<file path="src/sv/spl_pkg.sv">
// ----------------------------------------------------------------------------
// spl_pkg - shared definitions for the stereo peak limiter
// Register indexes, fixed-point constants, sequencer states and the
// control/status structs of the serial divider.
// ----------------------------------------------------------------------------
package spl_pkg;

   // configuration register map
   localparam int CSR_IDX_BITS = 2;
   localparam int REG_BITS     = 24;

   localparam logic [CSR_IDX_BITS-1:0] CSR_CEILING = 2'd0;
   localparam logic [CSR_IDX_BITS-1:0] CSR_ATTACK  = 2'd1;
   localparam logic [CSR_IDX_BITS-1:0] CSR_RELEASE = 2'd2;

   localparam logic [REG_BITS-1:0] CEILING_RESET = 24'd8388608;
   localparam logic [REG_BITS-1:0] ATTACK_RESET  = 24'd349525;
   localparam logic [REG_BITS-1:0] RELEASE_RESET = 24'd34953;

   // gain is unsigned Q2.23
   localparam int GAIN_BITS  = 25;
   localparam int GAIN_FRAC  = 23;
   localparam int SLOPE_BITS = 26;
   localparam int QUOT_BITS  = 23;

   localparam logic [GAIN_BITS-1:0] GAIN_UNITY = 25'd8388608;
   localparam logic [GAIN_BITS-1:0] GAIN_MAX   = 25'd16777216;

   // max change of slope per frame, 0.005 in Q.23
   localparam logic signed [SLOPE_BITS:0] SLOPE_STEP = 27'sd41943;
   localparam logic signed [SLOPE_BITS:0] SLOPE_HI   = 27'sd33554431;
   localparam logic signed [SLOPE_BITS:0] SLOPE_LO   = -27'sd33554432;

   typedef enum logic [9:0] {
      ST_IDLE    = 10'b00_0000_0001,
      ST_ENV_MUL = 10'b00_0000_0010,
      ST_ENV_UPD = 10'b00_0000_0100,
      ST_TARGET  = 10'b00_0000_1000,
      ST_DIV     = 10'b00_0001_0000,
      ST_SLOPE   = 10'b00_0010_0000,
      ST_GAIN    = 10'b00_0100_0000,
      ST_MUL_L   = 10'b00_1000_0000,
      ST_MUL_R   = 10'b01_0000_0000,
      ST_FINISH  = 10'b10_0000_0000
   } state_type;

   typedef struct packed {
      logic start;
   } div_ctrl_type;

   typedef struct packed {
      logic busy;
      logic done;
   } div_stat_type;

endpackage

</file>
<file path="src/sv/spl_if.sv">
// ----------------------------------------------------------------------------
// spl_if - channel interfaces of the stereo peak limiter
// Request, response and register write channels, valid/ready each.
// ----------------------------------------------------------------------------
interface spl_req_if #(
   parameter int SAMPLE_BITS = 24
);
   logic                          valid;
   logic                          ready;
   logic signed [SAMPLE_BITS-1:0] left_sample;
   logic signed [SAMPLE_BITS-1:0] right_sample;

   modport source (output valid, output left_sample, output right_sample, input ready);
   modport sink   (input valid, input left_sample, input right_sample, output ready);
endinterface

interface spl_rsp_if #(
   parameter int SAMPLE_BITS = 24
);
   logic                              valid;
   logic                              ready;
   logic signed [SAMPLE_BITS-1:0]     left_out;
   logic signed [SAMPLE_BITS-1:0]     right_out;
   logic [spl_pkg::GAIN_BITS-1:0]     gain_now;

   modport source (output valid, output left_out, output right_out, output gain_now,
                   input ready);
   modport sink   (input valid, input left_out, input right_out, input gain_now,
                   output ready);
endinterface

interface spl_csr_if;
   logic                             valid;
   logic                             ready;
   logic [spl_pkg::CSR_IDX_BITS-1:0] index;
   logic [spl_pkg::REG_BITS-1:0]     data;

   modport source (output valid, output index, output data, input ready);
   modport sink   (input valid, input index, input data, output ready);
endinterface

</file>
<file path="src/sv/spl_div.sv">
// ----------------------------------------------------------------------------
// spl_div - serial restoring divider for the target gain
// Computes floor(dividend * 2^23 / divisor), one quotient bit per cycle.
// Requires dividend < divisor, so the quotient fits in 23 bits.
// ----------------------------------------------------------------------------
module spl_div #(
   parameter int SAMPLE_BITS = 24
) (
   input  logic                             clock,
   input  logic                             reset,
   input  spl_pkg::div_ctrl_type            ctrl,
   input  logic [SAMPLE_BITS-1:0]           dividend,
   input  logic [SAMPLE_BITS-1:0]           divisor,
   output spl_pkg::div_stat_type            stat,
   output logic [spl_pkg::QUOT_BITS-1:0]    quotient
);

   localparam int CNT_BITS = $clog2(spl_pkg::QUOT_BITS);
   localparam logic [CNT_BITS-1:0] CNT_LAST = CNT_BITS'(spl_pkg::QUOT_BITS - 1);

   logic                          busy_ff, busy_in;
   logic                          done_ff, done_in;
   logic [CNT_BITS-1:0]           cnt_ff, cnt_in;
   logic [SAMPLE_BITS-1:0]        rem_ff, rem_in;
   logic [SAMPLE_BITS-1:0]        dsr_ff, dsr_in;
   logic [spl_pkg::QUOT_BITS-1:0] quot_ff, quot_in;
   logic [SAMPLE_BITS:0]          shifted;
   logic [SAMPLE_BITS:0]          trial;

   always_comb begin
      shifted = {rem_ff, 1'b0};
      trial   = shifted - {1'b0, dsr_ff};
      busy_in = busy_ff;
      done_in = 1'b0;
      cnt_in  = cnt_ff;
      rem_in  = rem_ff;
      dsr_in  = dsr_ff;
      quot_in = quot_ff;
      if (ctrl.start) begin
         busy_in = 1'b1;
         cnt_in  = CNT_LAST;
         rem_in  = dividend;
         dsr_in  = divisor;
      end else if (busy_ff) begin
         // restoring step: keep the trial remainder when it did not go negative
         if (!trial[SAMPLE_BITS]) begin
            rem_in  = trial[SAMPLE_BITS-1:0];
            quot_in = {quot_ff[spl_pkg::QUOT_BITS-2:0], 1'b1};
         end else begin
            rem_in  = shifted[SAMPLE_BITS-1:0];
            quot_in = {quot_ff[spl_pkg::QUOT_BITS-2:0], 1'b0};
         end
         cnt_in = cnt_ff - 1'b1;
         if (cnt_ff == '0) begin
            busy_in = 1'b0;
            done_in = 1'b1;
         end
      end
   end

   always_ff @(posedge clock) begin
      if (reset) begin
         busy_ff <= 1'b0;
         done_ff <= 1'b0;
      end else begin
         busy_ff <= busy_in;
         done_ff <= done_in;
      end
      cnt_ff  <= cnt_in;
      rem_ff  <= rem_in;
      dsr_ff  <= dsr_in;
      quot_ff <= quot_in;
   end

   assign stat.busy = busy_ff;
   assign stat.done = done_ff;
   assign quotient  = quot_ff;

endmodule

</file>
<file path="src/sv/stereo_peak_limiter_slew_gain.sv">
// ----------------------------------------------------------------------------
// stereo_peak_limiter_slew_gain - stereo peak limiter with slew-limited gain
// Envelope follower, ceiling/envelope gain target, second-order slew limit
// on the gain, and gain multiply with saturation on both channels.
// ----------------------------------------------------------------------------
// Usage:
//  - req_ch carries one stereo frame per request (left_sample, right_sample).
//    req_ch.ready is high only while the sequencer is idle.
//  - rsp_ch returns one result per frame: both limited samples and the gain
//    that was applied. The result sits in an output register, so a stalled
//    receiver does not stop the next frame from being accepted and worked on;
//    only the final load waits for the output register to drain.
//  - csr_ch writes ceiling_level (0), attack_coef (1), release_coef (2);
//    other indexes are dropped. csr_ch.ready is always high. Write only idle.
// Sequence:
//  - A frame runs ENV_MUL, ENV_UPD, TARGET, SLOPE, GAIN, MUL_L, MUL_R and
//    FINISH; when the envelope is above the ceiling, DIV follows TARGET: the
//    target gain then comes from the serial divider, 23 quotient bits and then
//    the done flag. The next request is accepted once FINISH has loaded the
//    output register and the sequencer is back in IDLE.
//  - One shared multiplier does the envelope step and both gain products,
//    one product per cycle except while FINISH waits on a stall, under the state sequencer.
// Reset (synchronous, active high): registers back to their defaults,
//  envelope zero, gain unity, slope zero, output empty.
// ----------------------------------------------------------------------------
module stereo_peak_limiter_slew_gain #(
   parameter int SAMPLE_BITS = 24
) (
   input  logic      clock,
   input  logic      reset,
   spl_req_if.sink   req_ch,
   spl_rsp_if.source rsp_ch,
   spl_csr_if.sink   csr_ch
);

   localparam int RB = spl_pkg::REG_BITS;
   localparam int GB = spl_pkg::GAIN_BITS;
   localparam int SB = spl_pkg::SLOPE_BITS;
   // shared multiplier: signed (SAMPLE_BITS+1) x signed (SLOPE_BITS)
   localparam int PW = SAMPLE_BITS + 1 + SB;
   localparam int QW = PW - spl_pkg::GAIN_FRAC;

   localparam logic [SAMPLE_BITS-1:0] ENV_MAX = {1'b1, {(SAMPLE_BITS-1){1'b0}}};

   // ---------------- configuration registers ----------------
   logic [RB-1:0] ceiling_ff, ceiling_in;
   logic [RB-1:0] attack_ff, attack_in;
   logic [RB-1:0] release_ff, release_in;

   assign csr_ch.ready = 1'b1;

   always_comb begin
      ceiling_in = ceiling_ff;
      attack_in  = attack_ff;
      release_in = release_ff;
      if (csr_ch.valid) begin
         unique case (csr_ch.index)
            spl_pkg::CSR_CEILING: ceiling_in = csr_ch.data;
            spl_pkg::CSR_ATTACK:  attack_in  = csr_ch.data;
            spl_pkg::CSR_RELEASE: release_in = csr_ch.data;
            default: ;
         endcase
      end
   end

   // ceiling moved to sample scale: ceiling * 2^SAMPLE_BITS / 2^24, truncated
   logic [SAMPLE_BITS+RB-1:0] ceil_wide;
   logic [SAMPLE_BITS-1:0]    ceil_s;
   assign ceil_wide = {ceiling_ff, {SAMPLE_BITS{1'b0}}};
   assign ceil_s    = ceil_wide[SAMPLE_BITS+RB-1:RB];

   // ---------------- sequencer and datapath state ----------------
   spl_pkg::state_type state_ff, state_in;

   logic signed [SAMPLE_BITS-1:0] left_ff, left_in;
   logic signed [SAMPLE_BITS-1:0] right_ff, right_in;
   logic [SAMPLE_BITS-1:0]        diff_ff, diff_in;
   logic                          up_ff, up_in;
   logic [SAMPLE_BITS-1:0]        env_ff, env_in;
   logic [GB-1:0]                 target_ff, target_in;
   logic signed [SB-1:0]          slope_ff, slope_in;
   logic [GB-1:0]                 gain_ff, gain_in;
   logic signed [PW-1:0]          prod_ff;
   logic signed [SAMPLE_BITS-1:0] lres_ff, lres_in;

   // output register
   logic                          ovalid_ff, ovalid_in;
   logic signed [SAMPLE_BITS-1:0] oleft_ff, oleft_in;
   logic signed [SAMPLE_BITS-1:0] oright_ff, oright_in;
   logic [GB-1:0]                 ogain_ff, ogain_in;

   logic req_take;
   logic out_free;
   assign req_ch.ready = (state_ff == spl_pkg::ST_IDLE);
   assign req_take     = req_ch.valid && req_ch.ready;
   assign out_free     = !ovalid_ff || rsp_ch.ready;

   // magnitude as unsigned; full-scale negative maps to 2^(SAMPLE_BITS-1)
   logic [SAMPLE_BITS-1:0] mag_l, mag_r, peak;
   assign mag_l = req_ch.left_sample[SAMPLE_BITS-1]  ? SAMPLE_BITS'(-req_ch.left_sample)
                                                     : SAMPLE_BITS'(req_ch.left_sample);
   assign mag_r = req_ch.right_sample[SAMPLE_BITS-1] ? SAMPLE_BITS'(-req_ch.right_sample)
                                                     : SAMPLE_BITS'(req_ch.right_sample);
   assign peak  = (mag_l > mag_r) ? mag_l : mag_r;

   // ---------------- shared multiplier ----------------
   logic signed [SAMPLE_BITS:0] mul_a;
   logic signed [SB-1:0]        mul_b;
   logic signed [PW-1:0]        mul_p;

   always_comb begin
      mul_a = {1'b0, diff_ff};
      mul_b = $signed({{(SB-RB){1'b0}}, (up_ff ? attack_ff : release_ff)});
      if (state_ff == spl_pkg::ST_MUL_L) begin
         mul_a = {left_ff[SAMPLE_BITS-1], left_ff};
         mul_b = $signed({{(SB-GB){1'b0}}, gain_ff});
      end else if (state_ff == spl_pkg::ST_MUL_R) begin
         mul_a = {right_ff[SAMPLE_BITS-1], right_ff};
         mul_b = $signed({{(SB-GB){1'b0}}, gain_ff});
      end
   end

   assign mul_p = PW'(mul_a) * PW'(mul_b);

   // product >> 23 with floor rounding, saturated to the sample range
   function automatic logic signed [SAMPLE_BITS-1:0] round_sat(input logic signed [PW-1:0] p);
      logic signed [QW-1:0] q;
      logic signed [QW-1:0] qmax;
      logic signed [QW-1:0] qmin;
      q    = QW'(p >>> spl_pkg::GAIN_FRAC);
      qmax = {{(QW-SAMPLE_BITS+1){1'b0}}, {(SAMPLE_BITS-1){1'b1}}};
      qmin = {{(QW-SAMPLE_BITS+1){1'b1}}, {(SAMPLE_BITS-1){1'b0}}};
      if (q > qmax)
         round_sat = qmax[SAMPLE_BITS-1:0];
      else if (q < qmin)
         round_sat = qmin[SAMPLE_BITS-1:0];
      else
         round_sat = q[SAMPLE_BITS-1:0];
   endfunction

   // ---------------- divider ----------------
   spl_pkg::div_ctrl_type       div_ctrl;
   spl_pkg::div_stat_type       div_stat;
   logic [spl_pkg::QUOT_BITS-1:0] div_quot;
   logic                        env_over;

   assign env_over       = env_ff > ceil_s;
   assign div_ctrl.start = (state_ff == spl_pkg::ST_TARGET) && env_over;

   spl_div #(
      .SAMPLE_BITS (SAMPLE_BITS)
   ) u_div (
      .clock    (clock),
      .reset    (reset),
      .ctrl     (div_ctrl),
      .dividend (ceil_s),
      .divisor  (env_ff),
      .stat     (div_stat),
      .quotient (div_quot)
   );

   // ---------------- slew arithmetic ----------------
   logic signed [SB:0]   want, slope_lo, slope_hi, slope_sel;
   logic signed [SB+1:0] gain_sum;
   logic [SAMPLE_BITS-1:0] env_delta;

   assign env_delta = prod_ff[SAMPLE_BITS+RB-1:RB];
   assign want      = $signed({2'b00, target_ff}) - $signed({2'b00, gain_ff});
   assign slope_lo  = (SB+1)'(slope_ff) - spl_pkg::SLOPE_STEP;
   assign slope_hi  = (SB+1)'(slope_ff) + spl_pkg::SLOPE_STEP;
   assign gain_sum  = $signed({3'b000, gain_ff}) + (SB+2)'(slope_ff);

   always_comb begin
      if (want < slope_lo)
         slope_sel = slope_lo;
      else if (want > slope_hi)
         slope_sel = slope_hi;
      else
         slope_sel = want;
   end

   // ---------------- sequencer ----------------
   always_comb begin
      state_in  = state_ff;
      left_in   = left_ff;
      right_in  = right_ff;
      diff_in   = diff_ff;
      up_in     = up_ff;
      env_in    = env_ff;
      target_in = target_ff;
      slope_in  = slope_ff;
      gain_in   = gain_ff;
      lres_in   = lres_ff;
      ovalid_in = ovalid_ff && !rsp_ch.ready;
      oleft_in  = oleft_ff;
      oright_in = oright_ff;
      ogain_in  = ogain_ff;

      unique case (state_ff)
         spl_pkg::ST_IDLE: begin
            if (req_take) begin
               left_in  = req_ch.left_sample;
               right_in = req_ch.right_sample;
               up_in    = peak > env_ff;
               diff_in  = (peak > env_ff) ? (peak - env_ff) : (env_ff - peak);
               state_in = spl_pkg::ST_ENV_MUL;
            end
         end
         spl_pkg::ST_ENV_MUL: state_in = spl_pkg::ST_ENV_UPD;
         spl_pkg::ST_ENV_UPD: begin
            // floor of the step, so the envelope never passes the peak
            env_in   = up_ff ? (env_ff + env_delta) : (env_ff - env_delta);
            state_in = spl_pkg::ST_TARGET;
         end
         spl_pkg::ST_TARGET: begin
            if (env_over) begin
               state_in = spl_pkg::ST_DIV;
            end else begin
               target_in = spl_pkg::GAIN_UNITY;
               state_in  = spl_pkg::ST_SLOPE;
            end
         end
         spl_pkg::ST_DIV: begin
            if (div_stat.done) begin
               target_in = {{(GB-spl_pkg::QUOT_BITS){1'b0}}, div_quot};
               state_in  = spl_pkg::ST_SLOPE;
            end
         end
         spl_pkg::ST_SLOPE: begin
            if (slope_sel > spl_pkg::SLOPE_HI)
               slope_in = spl_pkg::SLOPE_HI[SB-1:0];
            else if (slope_sel < spl_pkg::SLOPE_LO)
               slope_in = spl_pkg::SLOPE_LO[SB-1:0];
            else
               slope_in = slope_sel[SB-1:0];
            state_in = spl_pkg::ST_GAIN;
         end
         spl_pkg::ST_GAIN: begin
            if (gain_sum < 0)
               gain_in = '0;
            else if (gain_sum > $signed({3'b000, spl_pkg::GAIN_MAX}))
               gain_in = spl_pkg::GAIN_MAX;
            else
               gain_in = gain_sum[GB-1:0];
            state_in = spl_pkg::ST_MUL_L;
         end
         spl_pkg::ST_MUL_L: state_in = spl_pkg::ST_MUL_R;
         spl_pkg::ST_MUL_R: begin
            lres_in  = round_sat(prod_ff);
            state_in = spl_pkg::ST_FINISH;
         end
         spl_pkg::ST_FINISH: begin
            if (out_free) begin
               ovalid_in = 1'b1;
               oleft_in  = lres_ff;
               oright_in = round_sat(prod_ff);
               ogain_in  = gain_ff;
               state_in  = spl_pkg::ST_IDLE;
            end
         end
         default: state_in = spl_pkg::ST_IDLE;
      endcase
   end

   // prod_ff must hold the right product while FINISH waits on a stall
   always_ff @(posedge clock) begin
      if (reset) begin
         ceiling_ff <= spl_pkg::CEILING_RESET;
         attack_ff  <= spl_pkg::ATTACK_RESET;
         release_ff <= spl_pkg::RELEASE_RESET;
         state_ff   <= spl_pkg::ST_IDLE;
         env_ff     <= '0;
         gain_ff    <= spl_pkg::GAIN_UNITY;
         slope_ff   <= '0;
         ovalid_ff  <= 1'b0;
      end else begin
         ceiling_ff <= ceiling_in;
         attack_ff  <= attack_in;
         release_ff <= release_in;
         state_ff   <= state_in;
         env_ff     <= env_in;
         gain_ff    <= gain_in;
         slope_ff   <= slope_in;
         ovalid_ff  <= ovalid_in;
      end
      left_ff   <= left_in;
      right_ff  <= right_in;
      diff_ff   <= diff_in;
      up_ff     <= up_in;
      target_ff <= target_in;
      lres_ff   <= lres_in;
      oleft_ff  <= oleft_in;
      oright_ff <= oright_in;
      ogain_ff  <= ogain_in;
      if (state_ff != spl_pkg::ST_FINISH)
         prod_ff <= mul_p;
   end

   assign rsp_ch.valid     = ovalid_ff;
   assign rsp_ch.left_out  = oleft_ff;
   assign rsp_ch.right_out = oright_ff;
   assign rsp_ch.gain_now  = ogain_ff;

   // ---------------- assertions ----------------
   a_gain_range: assert property (@(posedge clock) disable iff (reset)
      gain_ff <= spl_pkg::GAIN_MAX)
      else $error("gain above 2.0");

   a_env_range: assert property (@(posedge clock) disable iff (reset)
      env_ff <= ENV_MAX)
      else $error("envelope above full scale");

   a_accept_starts: assert property (@(posedge clock) disable iff (reset)
      req_take |=> state_ff == spl_pkg::ST_ENV_MUL)
      else $error("accepted request did not start the sequencer");

   a_div_done_state: assert property (@(posedge clock) disable iff (reset)
      div_stat.done |-> state_ff == spl_pkg::ST_DIV)
      else $error("divider finished outside the divide state");

   a_div_only_over: assert property (@(posedge clock) disable iff (reset)
      (state_ff == spl_pkg::ST_DIV) |-> env_ff > ceil_s)
      else $error("divide state with envelope at or below ceiling");

   a_div_busy_state: assert property (@(posedge clock) disable iff (reset)
      div_stat.busy |-> state_ff == spl_pkg::ST_DIV)
      else $error("divider busy outside the divide state");

endmodule
</file>
<file path="src/flat_wrapper.sv">
// flat-port wrapper written by rule: the top's interface ports become plain ports
module stereo_peak_limiter_slew_gain_flat 
#(
   parameter int SAMPLE_BITS = 24
)
  (clock, reset, req_ch_valid, req_ch_left_sample, req_ch_right_sample, req_ch_ready, rsp_ch_valid, rsp_ch_left_out, rsp_ch_right_out, rsp_ch_gain_now, rsp_ch_ready, csr_ch_valid, csr_ch_index, csr_ch_data, csr_ch_ready);
  spl_req_if #(.SAMPLE_BITS(SAMPLE_BITS)) req_ch_i ();
  spl_rsp_if #(.SAMPLE_BITS(SAMPLE_BITS)) rsp_ch_i ();
  spl_csr_if csr_ch_i ();
  input  logic clock;
  input  logic reset;
  input wire logic [$bits(req_ch_i.valid)-1:0] req_ch_valid;
  input wire logic [$bits(req_ch_i.left_sample)-1:0] req_ch_left_sample;
  input wire logic [$bits(req_ch_i.right_sample)-1:0] req_ch_right_sample;
  output wire logic [$bits(req_ch_i.ready)-1:0] req_ch_ready;
  output wire logic [$bits(rsp_ch_i.valid)-1:0] rsp_ch_valid;
  output wire logic [$bits(rsp_ch_i.left_out)-1:0] rsp_ch_left_out;
  output wire logic [$bits(rsp_ch_i.right_out)-1:0] rsp_ch_right_out;
  output wire logic [$bits(rsp_ch_i.gain_now)-1:0] rsp_ch_gain_now;
  input wire logic [$bits(rsp_ch_i.ready)-1:0] rsp_ch_ready;
  input wire logic [$bits(csr_ch_i.valid)-1:0] csr_ch_valid;
  input wire logic [$bits(csr_ch_i.index)-1:0] csr_ch_index;
  input wire logic [$bits(csr_ch_i.data)-1:0] csr_ch_data;
  output wire logic [$bits(csr_ch_i.ready)-1:0] csr_ch_ready;
  assign req_ch_i.valid = req_ch_valid;
  assign req_ch_i.left_sample = req_ch_left_sample;
  assign req_ch_i.right_sample = req_ch_right_sample;
  assign req_ch_ready = req_ch_i.ready;
  assign rsp_ch_valid = rsp_ch_i.valid;
  assign rsp_ch_left_out = rsp_ch_i.left_out;
  assign rsp_ch_right_out = rsp_ch_i.right_out;
  assign rsp_ch_gain_now = rsp_ch_i.gain_now;
  assign rsp_ch_i.ready = rsp_ch_ready;
  assign csr_ch_i.valid = csr_ch_valid;
  assign csr_ch_i.index = csr_ch_index;
  assign csr_ch_i.data = csr_ch_data;
  assign csr_ch_ready = csr_ch_i.ready;
  stereo_peak_limiter_slew_gain #(.SAMPLE_BITS(SAMPLE_BITS)) u_core (.clock(clock), .reset(reset), .req_ch(req_ch_i), .rsp_ch(rsp_ch_i), .csr_ch(csr_ch_i));
endmodule
</file>
<file path="config.mk">
export PLATFORM = sky130hd
export DESIGN_NAME = stereo_peak_limiter_slew_gain_flat
export DESIGN_NICKNAME = d
export VERILOG_FILES = /design/src/sv/spl_pkg.sv /design/src/sv/spl_if.sv /design/src/sv/spl_div.sv /design/src/sv/stereo_peak_limiter_slew_gain.sv /design/src/flat_wrapper.sv
export SDC_FILE = /design/constraint.sdc
export NUM_CORES = 2
export LEC_CHECK = 0
export ABC_AREA = 1
export BUFFER_PORTS_ARGS = -buffer_cell sky130_fd_sc_hd__buf_2
export CAP_MARGIN = 20
export CORE_ASPECT_RATIO = 1.5
export CORE_MARGIN = 2
export CORE_UTILIZATION = 65
export DETAILED_ROUTE_END_ITERATION = 10
export PLACE_DENSITY = 0.91
export SYNTH_ARGS = -nofsm -noshare
export SYNTH_HDL_FRONTEND = slang
export SYNTH_SLANG_ARGS = --single-unit
export TNS_END_PERCENT = 20
</file>
<file path="constraint.sdc">
create_clock -name clock -period 15.9 [get_ports clock]
set_input_delay 3.18 -clock clock [delete_from_list [all_inputs] [get_ports clock]]
set_output_delay 3.18 -clock clock [all_outputs]
set_load 0.05 [all_outputs]
</file>
* Word level (Yosys, flattened, before mapping)
Index checks and enable logic that the tools add are counted.
Word-level totals: register bits 482, logic and storage cells 122
Cells by class: $add $sub $neg 12, multiply operators 1, magnitude comparators 11, equality and inequality tests 17, mux-type cells 36, bitwise logic cells 2, reductions and logical operators 19
Operator list (number):
- 2-to-1 mux 24 bit | 11
- 2-to-1 mux 25 bit | 8
- one-hot mux 10 bit (10 select lines) | 1
- > comparator 24 bit | 3
- subtractor 24 bit | 3
- > comparator 27 x 26 -> 1 bit (second input constant) | 2
- 2-to-1 mux 27 bit | 2
- 2-to-1 mux 26 bit | 2
- multiplier 25 x 26 -> 51 bit | 1
- one-hot mux 25 bit (2 select lines) | 1
- negation 24 bit | 2
- 2-to-1 mux 10 bit | 3
- > comparator 28 x 24 -> 1 bit (second input constant) | 1
- less-than comparator 28 x 24 -> 1 bit (second input constant) | 1
- adder 26 x 17 -> 27 bit (second input constant) | 1
- adder 26 x 26 -> 27 bit | 1
- > comparator 27 bit | 1
- less-than comparator 27 x 1 -> 1 bit (second input constant) | 1
- less-than comparator 27 x 26 -> 1 bit (second input constant) | 1
- less-than comparator 27 bit | 1
- subtractor 26 x 17 -> 27 bit (second input constant) | 1
- subtractor 25 x 25 -> 26 bit | 1
- subtractor 25 x 24 -> 25 bit | 1
- adder 24 bit | 1
- 28 further kinds | 47

* Longest topological paths before layout
word-level depth 7, gate-level depth with buffers 45, gate-level depth less buffers 42

* By module
From an unflattened synthesis, not the netlist that was laid out.
Second synthesis, totals: cells, all modules 7060, area, all modules 53895.4 um^2
By module, submodules not included:
- stereo_peak_limiter_slew_gain | instances 1, cells an instance 6376, area an instance 48728.0 um^2
- spl_div | instances 1, cells an instance 684, area an instance 5167.5 um^2

* Least setup slack after synthesis
OpenSTA, ideal clock, no wires.
kind in2reg, from input port req_ch_right_sample[1], to register u_core.diff_ff[22] (data pin), setup time 0.252 ns, data arrival time 7.895 ns, data required time 15.648 ns, setup slack 7.753 ns, stages on the path 41, path buffers 3, cells stage by stage inv_1 > ha_1 > inv_1 > nor3_1 > nand2_1 > nand2_1 > o21ai_1 > o21bai_1 > a211oi_1 > nand2_1 > xnor2_1 > ha_1 > nand4_1 > nor3_1 > o21ai_0 > o211ai_1 > nand2_1 > clkbuf_1 > (+5 left out) > inv_1 > fa_1 > nand2_1 > nand2_1 > nand2_1 > nand2_2 > a21oi_2 > inv_2 > a21oi_2 > o21a_1 > o21ai_2 > nand2_4 > inv_2 > buf_4 > nand2_1 > nand2_1 > nand2_1 > nand2_1
Between the ends: longest elaborated chain between the ends 6, elaborated cells between the ends (all ways) 8, those cells by class 3 x add/sub; 2 x order compare; 3 x mux
Ends and longest elaborated chain:
- from (decl) | RTL line flat_wrapper.sv:14 | input wire logic [$bits(req_ch_i.right_sample)-1:0] req_ch_right_sample;
- negation 24 bit | RTL line stereo_peak_limiter_slew_gain.sv:102 | assign mag_r = req_ch.right_sample[SAMPLE_BITS-1] ? SAMPLE_BITS'(-req_ch.right_sample)
- 2-to-1 mux 24 bit (*) | RTL line stereo_peak_limiter_slew_gain.sv:102
- > comparator 24 bit | RTL line stereo_peak_limiter_slew_gain.sv:104 | assign peak = (mag_l > mag_r) ? mag_l : mag_r;
- 2-to-1 mux 24 bit (*) | RTL line stereo_peak_limiter_slew_gain.sv:104
- subtractor 24 bit or > comparator 24 bit (tied branches) | RTL line stereo_peak_limiter_slew_gain.sv:205 | diff_in = (peak > env_ff) ? (peak - env_ff) : (env_ff - peak);
- 2-to-1 mux 24 bit (*) | RTL line stereo_peak_limiter_slew_gain.sv:205
- to (signal assigned) | RTL line stereo_peak_limiter_slew_gain.sv:288 | diff_ff <= diff_in;
- to (decl) | RTL line stereo_peak_limiter_slew_gain.sv:77 | logic [SAMPLE_BITS-1:0] diff_ff, diff_in;
Every way passes the cells marked *; elsewhere a longest branch is shown, timed or not. A chain may end at the register's enable or synchronous reset.

* Worst setup path in the final report
from input port req_ch_right_sample[0], to register u_core.diff_ff[22] (data pin)
Same word-level chain as after synthesis.

==> flow_metrics.env <==
export IMPL_synth_net_count=7788
export IMPL_routed_wl_mm=184
export IMPL_mostFrequentLayoutCell="inv_1"
export IMPL_crit_arrival_ns=10.36
export IMPL_final_util_pct=69.8
export IMPL_cts_sinks=458
export IMPL_fmax_mhz=101
export IMPL_dieArea_um2=82700
export IMPL_dp_cells=7743
export IMPL_drive_gt1_share_pct=6.61
export IMPL_worstPathRequired_ns=16.31
export IMPL_slowest_stage="clkinv_1"
export IMPL_post_cts_setup_buffer_count=0
export IMPL_die_h_um=351
export IMPL_firstDrtPassIters=9
export IMPL_clk_path_buf_depth=3
export IMPL_via_per_inst=6.14
export IMPL_end_kind="flop"
export IMPL_vias=48100
export IMPL_io_pins=155
export IMPL_cts_root_buf="clkbuf_16"
export IMPL_tightest_slew_ns=1.21
export IMPL_hold_slack_ns=0.404
export IMPL_drt_iter0_markers=5392
export IMPL_ctsHtreeMaxLevel=2
export IMPL_drc=0
export IMPL_holdBufCountCts=0
export IMPL_async_reset_ff_share_pct=0
export IMPL_rows=127
export IMPL_synthCells=6720
export IMPL_max_stage_delay_ns=0.70
export IMPL_slew_violations=0
export IMPL_synth_edf_count=293
export IMPL_fin_crit_sh_pct=62.6
export IMPL_postSynthAreaPerCell_um2=7.77
export IMPL_clk_pin_slew_worst_paths_ns=0.07
export IMPL_cts_tree="built"
export IMPL_crit_start="req_ch_right_sample[0]"
export IMPL_die_w_um=235
export IMPL_yosys_cell_types_count=64
export IMPL_critPathKind="input pin to flop"
export IMPL_hpwlAfterDp_mm=146
export IMPL_report_final_hold_viol_count=0
export IMPL_finish_net_count=7833
export IMPL_overflow=0
export IMPL_routedWlPerCell_um=23.5
export IMPL_clock_latency_ns=0.66
export IMPL_gp_congestion=1.06
export IMPL_coreArea_um2=79800
export IMPL_status="completed"
export IMPL_grt_pass1_wl_mm=276
export IMPL_ys_ff_latch=458
export IMPL_port_buffers=153
export IMPL_fin_crit_ns=9.95
export IMPL_areaGrowthSynthToFinish_pct=6.58
export IMPL_worstSetupStartpointType="input pin"
export IMPL_setup_tns_ns=0
export IMPL_critical_path_max_fanout=30
export IMPL_maxCapViolCount=0
export IMPL_crit_top_cell="nand2_1"
export IMPL_synth_top_flop_cell="edfxtp_1"
export IMPL_fin_skew_ns=0.0622
export IMPL_layout_common_cells="1254 x inv_1, 1232 x nand2_1, 851 x nor2_1, 531 x fa_1, 458 x ha_1"
export IMPL_hp_class="flop to flop"
export IMPL_cts_buffers=49
export IMPL_ant_nets=0
export IMPL_setup_viol=0
export IMPL_grt_pass1_vias=48600
export IMPL_synth_area_um2=52200
export IMPL_grt_max_degree=74
export IMPL_synth_warnings=0
export IMPL_initial_core_util_pct=65.5
export IMPL_track_usage_pct=44.3
export IMPL_maxSlewHeadroom_pct=18.6
export IMPL_synth_seq_area_share_pct=23.2
export IMPL_r2r_start="u_core.state_ff[3]"
export IMPL_cts_resized=0
export IMPL_layout_cells_non_filler=7841
export IMPL_antenna_found_initial=2
export IMPL_rsz0062_at_grt="no"
export IMPL_min_delay_start="u_core.lres_ff[13]"
-- path summary, 6_finish.rpt --
check	slack, ns	to	depth (start not counted)
setup / recovery	5.95	u_core.diff_ff[22]	33
hold / removal	0.40	u_core.rsp_ch.left_out[13]	0
setup reg to reg	6.20	u_core.prod_ff[48]	27
hold reg to reg	0.40	u_core.rsp_ch.left_out[13]	0
-- state kept, by name (all words and copies together) (netlist names), 5 cells and up --
signal                   cells
u_core.rsp_ch.left_out      24
u_core.right_ff             24
u_core.u_div.cnt_ff          5
u_core.prod_ff              28
u_core.attack_ff            24
u_core.diff_ff              24
u_core.u_div.rem_ff         24
u_core.left_ff              24
u_core.env_ff               24
u_core.gain_ff              25
u_core.lres_ff              24
u_core.ceil_s               24
u_core.rsp_ch.gain_now      25
u_core.state_ff             10
u_core.u_div.quotient       23
u_core.slope_ff             26
u_core.u_div.dsr_ff         24
u_core.rsp_ch.right_out     24
u_core.release_ff           24
u_core.target_ff            24
-- area by class of cell --
type,instances,area [um2]
inverter,1303,4890
multi-input combinational,4734,34300
tap,1032,1290
fill,6363,24100
clock buffer,58,1300
antenna,3,7.51
timing repair buffer,219,1300
sequential,458,12100
clock inverter,34,447
-- through the flow --
stage | setup WS [ns] | area [um2]
4_1_cts | 6.12 | 55600
6_report | 5.95 | 55700
5_1_grt | 5.37 | 55600
3_5_place_dp | 5.42 | 53800
3_3_place_gp | 5.36 | 53800
2_1_floorplan | 7.75 | 52200
-- cells in the mapped netlist (8+ instances only) --
| master | instances | area share, % |
|---|---|---|
| o21ai_0 | 365 | 3.5 |
| nor3_1 | 63 | 0.60 |
| dfxtp_1 | 165 | 6.3 |
| ha_1 | 458 | 11 |
| inv_2 | 42 | 0.30 |
| nand3_1 | 192 | 1.8 |
| nand2_1 | 1232 | 8.9 |
| buf_2 | 49 | 0.47 |
| o21ai_1 | 46 | 0.44 |
| inv_1 | 1256 | 9.0 |
| a21oi_1 | 402 | 3.9 |
| nor4_1 | 19 | 0.23 |
| nand3b_1 | 8 | 0.12 |
| xor2_1 | 171 | 2.9 |
| a21o_1 | 12 | 0.17 |
| xnor2_1 | 53 | 0.89 |
| a21oi_2 | 26 | 0.44 |
| o31ai_1 | 9 | 0.13 |
| o211ai_1 | 40 | 0.58 |
| o21a_1 | 33 | 0.47 |
| nor2_1 | 854 | 6.1 |
| o21bai_1 | 19 | 0.27 |
| a31oi_1 | 18 | 0.22 |
| edfxtp_1 | 293 | 17 |
| a211oi_1 | 18 | 0.26 |
| nand4_1 | 49 | 0.59 |
| clkbuf_1 | 161 | 1.2 |
| nand2_2 | 22 | 0.26 |
| fa_1 | 531 | 20 |
-- worst max-delay path: cells and delay by family --
| kind | cells | cell delay (ns) |
|---|---|---|
| xor+xnor | 1 | 0.22 |
| compound gates | 8 | 1.72 |
| simple gates | 14 | 2.98 |
| buf+inv | 7 | 1.49 |
| fa+ha+maj | 3 | 0.73 |
-- cells by family after synthesis --
logic type	share of synthesized area [%]
adder cells (fa/ha/maj)	31.3
other	0.00718
multiplexers	0.0192
AND/OR/NAND/NOR	19.5
flip-flops	23.2
XOR/XNOR	3.79
buffers and inverters	11.2
AO/OA/AOI/OAI	11.0
-- layer usage --
layer	vias to the layer above	part of all wire [%]	GRT usage, %
li1	21200	-	-
met1	22600	32	47.2
met2	3218	46	73.8
met3	1118	9.9	7.86
met4	4	12	43.5
met5	-	0.013	0
Power is not shown: default switching activity piles up to over one toggle a cycle in this logic, so the estimate is an artifact.
